$ cat config.mk
export PLATFORM = sky130hd
export DESIGN_NAME = subscriber_ready_qualifier_core
export DESIGN_NICKNAME = d
export VERILOG_FILES = /design/src/srq_pkg.sv /design/src/srq_cfg.sv /design/src/srq_eval.sv /design/src/subscriber_ready_qualifier_core.sv
export SDC_FILE = /design/constraint.sdc
export NUM_CORES = 2
export LEC_CHECK = 0
export BUFFER_PORTS_ARGS = -buffer_cell sky130_fd_sc_hd__buf_2
export CAP_MARGIN = 20
export CORE_MARGIN = 5
export CORE_UTILIZATION = 50
export DETAILED_ROUTE_END_ITERATION = 12
export PLACE_DENSITY = 0.67
export SYNTH_ARGS = -nofsm -noshare
export SYNTH_HDL_FRONTEND = slang
export SYNTH_SLANG_ARGS = --single-unit
export TNS_END_PERCENT = 20
$ cat constraint.sdc
create_clock -name clk_i -period 9.12 [get_ports clk_i]
set_input_delay 0.912 -clock clk_i [delete_from_list [all_inputs] [get_ports clk_i]]
set_output_delay 0.912 -clock clk_i [all_outputs]
set_load 0.02 [all_outputs]
$ cat src/srq_pkg.sv
// Shared types and constants of the subscriber ready qualifier.
// No dependencies.
package srq_pkg;

  localparam int CfgIdxW  = 3;
  localparam int CfgDataW = 32;
  localparam int TimeW    = 63;
  localparam int NsW      = 52;  // 32-bit ms times 10^6 fits in 52 bits

  localparam logic [19:0]      NsPerMs   = 20'd1000000;
  localparam logic [TimeW-1:0] MaxTime   = {TimeW{1'b1}};
  localparam logic [NsW-1:0]   PollRstNs = 52'd100000000;

  localparam logic StatReady = 1'b0;
  localparam logic StatWait  = 1'b1;

  typedef enum logic [CfgIdxW-1:0] {
    RegNeedCount  = 3'd0,
    RegPollMs     = 3'd1,
    RegSettleMs   = 3'd2,
    RegLatchEn    = 3'd3,
    RegCheckEn    = 3'd4
  } srq_reg_e;

  typedef struct packed {
    logic [TimeW-1:0] now_ns;
    logic [31:0]      sub_count;
  } srq_in_t;

  typedef struct packed {
    logic             status;
    logic [TimeW-1:0] target_ns;
  } srq_out_t;

  typedef struct packed {
    logic [31:0]    need_count;
    logic [NsW-1:0] poll_ns;
    logic [NsW-1:0] settle_ns;
    logic           settle_en;
    logic           latch_en;
    logic           check_en;
  } srq_cfg_t;

  // Add two times below 2^63, clamp at the largest time
  function automatic logic [TimeW-1:0] sat_add(input logic [TimeW-1:0] a,
                                               input logic [NsW-1:0] b);
    logic [TimeW:0] sum;
    sum = {1'b0, a} + {{(TimeW+1-NsW){1'b0}}, b};
    return sum[TimeW] ? MaxTime : sum[TimeW-1:0];
  endfunction

endpackage

$ cat src/srq_cfg.sv
// Configuration registers; stores poll and settle periods already scaled to ns.
// Depends on srq_pkg.
module srq_cfg import srq_pkg::*; (
  input  logic                clk_i,
  input  logic                rst_ni,
  input  logic                cfg_we_i,
  input  logic [CfgIdxW-1:0]  cfg_idx_i,
  input  logic [CfgDataW-1:0] cfg_wdata_i,
  output srq_cfg_t            cfg_o
);

  srq_cfg_t       cfg_q, cfg_d;
  logic [31:0]    poll_ms_eff;
  logic [NsW-1:0] poll_prod;
  logic [NsW-1:0] settle_prod;

  // Scale on the way in; zero poll counts as one millisecond
  assign poll_ms_eff = (cfg_wdata_i == 32'd0) ? 32'd1 : cfg_wdata_i;
  assign poll_prod   = {20'd0, poll_ms_eff} * {32'd0, NsPerMs};
  assign settle_prod = {20'd0, cfg_wdata_i} * {32'd0, NsPerMs};

  always_comb begin
    cfg_d = cfg_q;
    if (cfg_we_i) begin
      case (srq_reg_e'(cfg_idx_i))
        RegNeedCount: cfg_d.need_count = cfg_wdata_i;
        RegPollMs:   cfg_d.poll_ns   = poll_prod;
        RegSettleMs: begin
          cfg_d.settle_ns = settle_prod;
          cfg_d.settle_en = (cfg_wdata_i != 32'd0);
        end
        RegLatchEn:  cfg_d.latch_en  = cfg_wdata_i[0];
        RegCheckEn:  cfg_d.check_en  = cfg_wdata_i[0];
        default:     cfg_d = cfg_q;
      endcase
    end
  end

  always_ff @(posedge clk_i or negedge rst_ni) begin
    if (!rst_ni) begin
      cfg_q.need_count <= 32'd1;
      cfg_q.poll_ns    <= PollRstNs;
      cfg_q.settle_ns  <= '0;
      cfg_q.settle_en  <= 1'b0;
      cfg_q.latch_en   <= 1'b0;
      cfg_q.check_en   <= 1'b1;
    end else begin
      cfg_q <= cfg_d;
    end
  end

  assign cfg_o = cfg_q;

endmodule

$ cat src/srq_eval.sv
// Per-item decision logic and the match/latch state it updates.
// Depends on srq_pkg.
module srq_eval import srq_pkg::*; (
  input  logic     clk_i,
  input  logic     rst_ni,
  input  logic     adv_i,
  input  srq_in_t  item_i,
  input  srq_cfg_t cfg_i,
  output srq_out_t result_o
);

  logic             sticky_q, sticky_d;
  logic             seen_q, seen_d;
  logic [TimeW-1:0] start_q, start_d;
  logic             was_ready_q, was_ready_d;

  logic             matched;
  logic [TimeW-1:0] start_eff;
  logic [TimeW-1:0] poll_until;
  logic [TimeW-1:0] settle_until;
  logic             ready;

  assign matched      = !cfg_i.check_en || (item_i.sub_count >= cfg_i.need_count);
  assign start_eff    = seen_q ? start_q : item_i.now_ns;
  assign poll_until   = sat_add(item_i.now_ns, cfg_i.poll_ns);
  assign settle_until = sat_add(start_eff, cfg_i.settle_ns);

  always_comb begin
    sticky_d           = sticky_q;
    seen_d             = seen_q;
    start_d            = start_q;
    ready              = 1'b1;
    result_o.target_ns = item_i.now_ns;
    if (cfg_i.latch_en && sticky_q) begin
      ready = 1'b1;
    end else if (!matched) begin
      seen_d             = 1'b0;
      ready              = 1'b0;
      result_o.target_ns = poll_until;
    end else if (cfg_i.settle_en) begin
      seen_d  = 1'b1;
      start_d = start_eff;
      ready   = (item_i.now_ns >= settle_until);
      if (!ready) begin
        result_o.target_ns = settle_until;
      end
    end else begin
      seen_d  = 1'b1;
      start_d = item_i.now_ns;
    end
    // Latch on the first transition to ready
    if (ready && !was_ready_q && cfg_i.latch_en) begin
      sticky_d = 1'b1;
    end
    was_ready_d     = ready;
    result_o.status = ready ? StatReady : StatWait;
  end

  always_ff @(posedge clk_i or negedge rst_ni) begin
    if (!rst_ni) begin
      sticky_q    <= 1'b0;
      seen_q      <= 1'b0;
      start_q     <= '0;
      was_ready_q <= 1'b0;
    end else if (adv_i) begin
      sticky_q    <= sticky_d;
      seen_q      <= seen_d;
      start_q     <= start_d;
      was_ready_q <= was_ready_d;
    end
  end

endmodule

$ cat src/subscriber_ready_qualifier_core.sv
// Subscriber ready qualifier: one result per tick, ready or wait with a target time.
// Path: input register, then decision and state update, then result register.
// Throughput: one item per cycle unless out_ready_i stalls the result.
// Reset clears the match and latch state and loads the register defaults
// (min count 1, poll 100 ms, settle off, latch off, check on); both stages empty.
// Depends on srq_pkg, srq_cfg and srq_eval.
module subscriber_ready_qualifier_core import srq_pkg::*; (
  input  logic                clk_i,
  input  logic                rst_ni,
  input  logic                cfg_we_i,
  input  logic [CfgIdxW-1:0]  cfg_idx_i,
  input  logic [CfgDataW-1:0] cfg_wdata_i,
  input  logic                in_valid_i,
  output logic                in_ready_o,
  input  srq_in_t             in_data_i,
  output logic                out_valid_o,
  input  logic                out_ready_i,
  output srq_out_t            out_data_o
);

  srq_cfg_t cfg;
  srq_in_t  s1_item_q;
  logic     s1_valid_q, s1_valid_d;
  srq_out_t result;
  srq_out_t out_q;
  logic     out_valid_q;
  logic     out_free;
  logic     s1_adv;
  logic     in_acc;

  srq_cfg u_cfg (
    .clk_i       (clk_i),
    .rst_ni      (rst_ni),
    .cfg_we_i    (cfg_we_i),
    .cfg_idx_i   (cfg_idx_i),
    .cfg_wdata_i (cfg_wdata_i),
    .cfg_o       (cfg)
  );

  srq_eval u_eval (
    .clk_i    (clk_i),
    .rst_ni   (rst_ni),
    .adv_i    (s1_adv),
    .item_i   (s1_item_q),
    .cfg_i    (cfg),
    .result_o (result)
  );

  assign out_free   = !out_valid_q || out_ready_i;
  assign s1_adv     = s1_valid_q && out_free;
  assign in_ready_o = !s1_valid_q || out_free;
  assign in_acc     = in_valid_i && in_ready_o;
  // Hold the staged item while the result register is full and stalled
  assign s1_valid_d = (s1_valid_q && !out_free) || in_acc;

  always_ff @(posedge clk_i or negedge rst_ni) begin
    if (!rst_ni) begin
      s1_valid_q  <= 1'b0;
      out_valid_q <= 1'b0;
    end else begin
      s1_valid_q <= s1_valid_d;
      if (out_free) begin
        out_valid_q <= s1_valid_q;
      end
    end
  end

  always_ff @(posedge clk_i) begin
    if (in_acc) begin
      s1_item_q <= in_data_i;
    end
    if (s1_adv) begin
      out_q <= result;
    end
  end

  assign out_valid_o = out_valid_q;
  assign out_data_o  = out_q;

endmodule

==> results.md <==
* Post-synthesis sequential area ratio at 26.9%
* Max Fclk at 0.120 GHz
* Hold-fix buffers, CTS at 0
* Top FF cell, synth: dfrtp_1
* Initial Util at 50.3%
* Overall die height at 278 um
* Worst Path Required at 9.47 ns
* Final Hold Fails at 0
* Final ANT Viol Nets at 0
* Synth Area in Adders at 32.8%
* Initial antenna violation count at 0
* Synth Instances at 3654
* Filler cell count at 6410
* Multiplexer share of the synthesized area at 4.03%
* Synth Area in Compound Gates at 16.4%
* Final period util at 91.6%
* Post-synth ARST share at 55.1%
* Area leader, netlist: ha_1
* Worst-path clk slew at 0.06 ns
* Critical Path Slowest Stage Cell: dfrtp_4
* CP delay by family, top: simple AND/OR/NAND/NOR gates
* Gr ovfl total at 0
* DP HPWL at 84200 um
* CTS tree: built
* Fin Clk Skew at 0.0386 ns
* Setup TNS at 0 ns
* Largest buffer count on any clock path at 3
* Yosys reg bits at 354
* Most frequent cells in the layout: ha_1, inv_1, nand2_1, fa_1, o21ai_0
* Initial DRC count at 2030
* Warnings from Yosys at 0
* CTS-repair resized insts at 0
* Slew @ Worst Pin at 1.15 ns
* Outcome: finished clean
* Setup bufs post-CTS at 0
* Worst path arrival time at 8.70 ns
* Crit-path cells: mux2_2, ha_1, o211ai_1, o211ai_1, a31oi_1, buf_4, nor4b_1, o21ai_0, o21ai_0, a31oi_1, xnor2_1, nor2_1, ha_1, nand4_1, or4_1, or4_1, a31oi_1, o41ai_1, and3_1, nand2_1, o21ai_1, o22a_1
* CP Capture Type: register
* Clock Sinks at 354
* Setup CP Type: register to register
* Gr usage total at 26.2%
* CTS Buf Count at 42
* Die ar. at 77300 sq um
* Crit-path max cell delay at 0.92 ns
* Final min period at 8.35 ns
* Rel. slew slack at 23.4%
* Worst Setup Start Kind: register
* Synth top area share at 17.8%
* Vias at 28200
* Area added between synthesis and finish at 10.8%
* Count of cell types in the netlist at 96
* Avg Vias per Cell at 5.80
* Drt first pass iters at 8
* Buf+Inv Stages, Crit Path at 1
* Largest family of logic cells by synthesized area: adder cells
* Nets at 4793
* Core Region at 71400 sq um
* Area occupied by multi-input gates at 24200 sq um
* Register Area at 9680 sq um
* Top Ports at 201
* Die Width at 278 um
* Fin. max-slew vios at 0
* Later-pin clock latency in the skew report at 0.62 ns
* Largest net degree at the start of global routing at 89
* Final setup fails at 0
* Routability cong. at 1.01
* Number of global-route vias before repair at 28500
* Crit-path most repeated cell: a31oi_1
* IO buf count at 200
* Synth Area in Simple Gates at 10.3%
* Avg Cell Area, Syn at 9.83 sq um
* XOR/XNOR share of the synthesized area at 3.97%
* Synth area leaders: ha_1, fa_1, edfxtp_1, dfrtp_1, inv_1
* Most common cell after layout, fill and taps aside: ha_1
* Share of layout cells above drive strength 1 at 13.5%
* Syn Std Cell Area at 35900 sq um
* WL per Instance at 21.3 um
* Max H-tree Level at 2
* Syn Nets at 4568
* Worst Hold Class: primary input to async pin
* FP Rows at 98
* Crit Path Max Fanout at 46
* Final wirelength at 104000 um
* RSZ-0062 raised after global routing: false
* Cell at the root of the clock tree: clkbuf_16
* DRC viols at 0
* First-pass GRT wire length at 161000 um
* MaxCap Viol Count at 0
* Number of synthesized flops with an enable pin at 159
## worst reg2reg max path: stages, from the launching register on
cell and delay [ns]:
dfrtp_4 0.92, mux2_2 0.43, ha_1 0.38, o211ai_1 0.14, o211ai_1 0.29, a31oi_1 0.15
buf_4 0.20, nor4b_1 0.65, o21ai_0 0.45, o21ai_0 0.37, a31oi_1 0.15, xnor2_1 0.23
nor2_1 0.12, ha_1 0.33, nand4_1 0.12, or4_1 0.66, or4_1 0.56, a31oi_1 0.38
o41ai_1 0.16, and3_1 0.35, nand2_1 0.39, o21ai_1 0.37, o22a_1 0.29
## metal layers
metal | up-vias | routed length (um) | track usage, %
met1 | 13800 | 44600 | 34.8
met5 | - | 0 | 0
met4 | 0 | 3190 | 7.51
met3 | 169 | 5840 | 3.64
met2 | 829 | 50000 | 45.3
li1 | 13400 | - | -
## logic make-up after synthesis
logic type / Yosys count
XOR/XNOR: 163
multiplexers: 130
AO/OA/AOI/OAI: 919
AND/OR/NAND/NOR: 786
flip-flops: 354
adder cells (fa/ha/maj): 779
buffers and inverters: 523
## sequential cells by signal, summed over array words and instances (netlist names), 63 cells and up
| register | cells |
|---|---|
| out_data_o | 64 |
| u_eval.start_q | 63 |
| u_cfg.cfg_o | 127 |
| s1_item_q | 95 |
## final cells by class
class,instances,area share [%]
clock buffers,56,2.98
flip-flops and latches,354,24.3
well taps,950,2.99
multi-input cells,2777,60.9
inverters,422,3.98
diodes,1,0.00629
clock inverters,22,0.695
repair buffers,282,4.12
## cell usage after synthesis (all sizes together) (22+ instances only)
cell type    n
xor2        74
and3        26
o21ai      272
o211ai      29
and2        26
inv        422
fa         269
nand2      299
nand4       45
a211oi      42
clkbuf      80
nor2       167
xnor2       89
mux2       117
edfxtp     159
dfrtp      181
ha         510
a21oi      237
nor3        37
o21bai      27
a31oi       27
a21o       109
nand2b      22
nor2b       25
nand3       72
## stage by stage
step                      area (sq um)  cells  utilization [%]  hold slack [ns]  setup slack [ns]
final                            39800   4864             55.8            0.381             0.770
after global routing             39800   4863             55.8            0.423             0.408
after CTS                        39800   4863             55.8            0.394             0.911
after detailed placement         38300   4785             53.7            0.480             0.565
after global placement           38300   4785             53.7            0.468             0.636
after floorplan                  35900   3654                -            0.441              1.36
## path summary, 6_finish.rpt
kind / slack, ns / to / cells past startpoint / from
max in group asynchronous: 7.45 / u_cfg.cfg_o[118] / 2 / rst_ni
min in group clk_i: 0.48 / s1_item_q[75] / 1 / in_data_i[75]
min reg2reg: 0.49 / u_cfg.cfg_o[68] / 2 / u_cfg.cfg_o[68]
max: 0.77 / out_data_o[0] / 22 / u_eval.seen_q
max reg2reg: 0.77 / out_data_o[0] / 22 / u_eval.seen_q
min: 0.38 / u_eval.start_q[47] / 1 / rst_ni
Power is left out: the tool's default activity adds up to more than one toggle a clock period on the data nets, which glitch-free logic cannot reach.
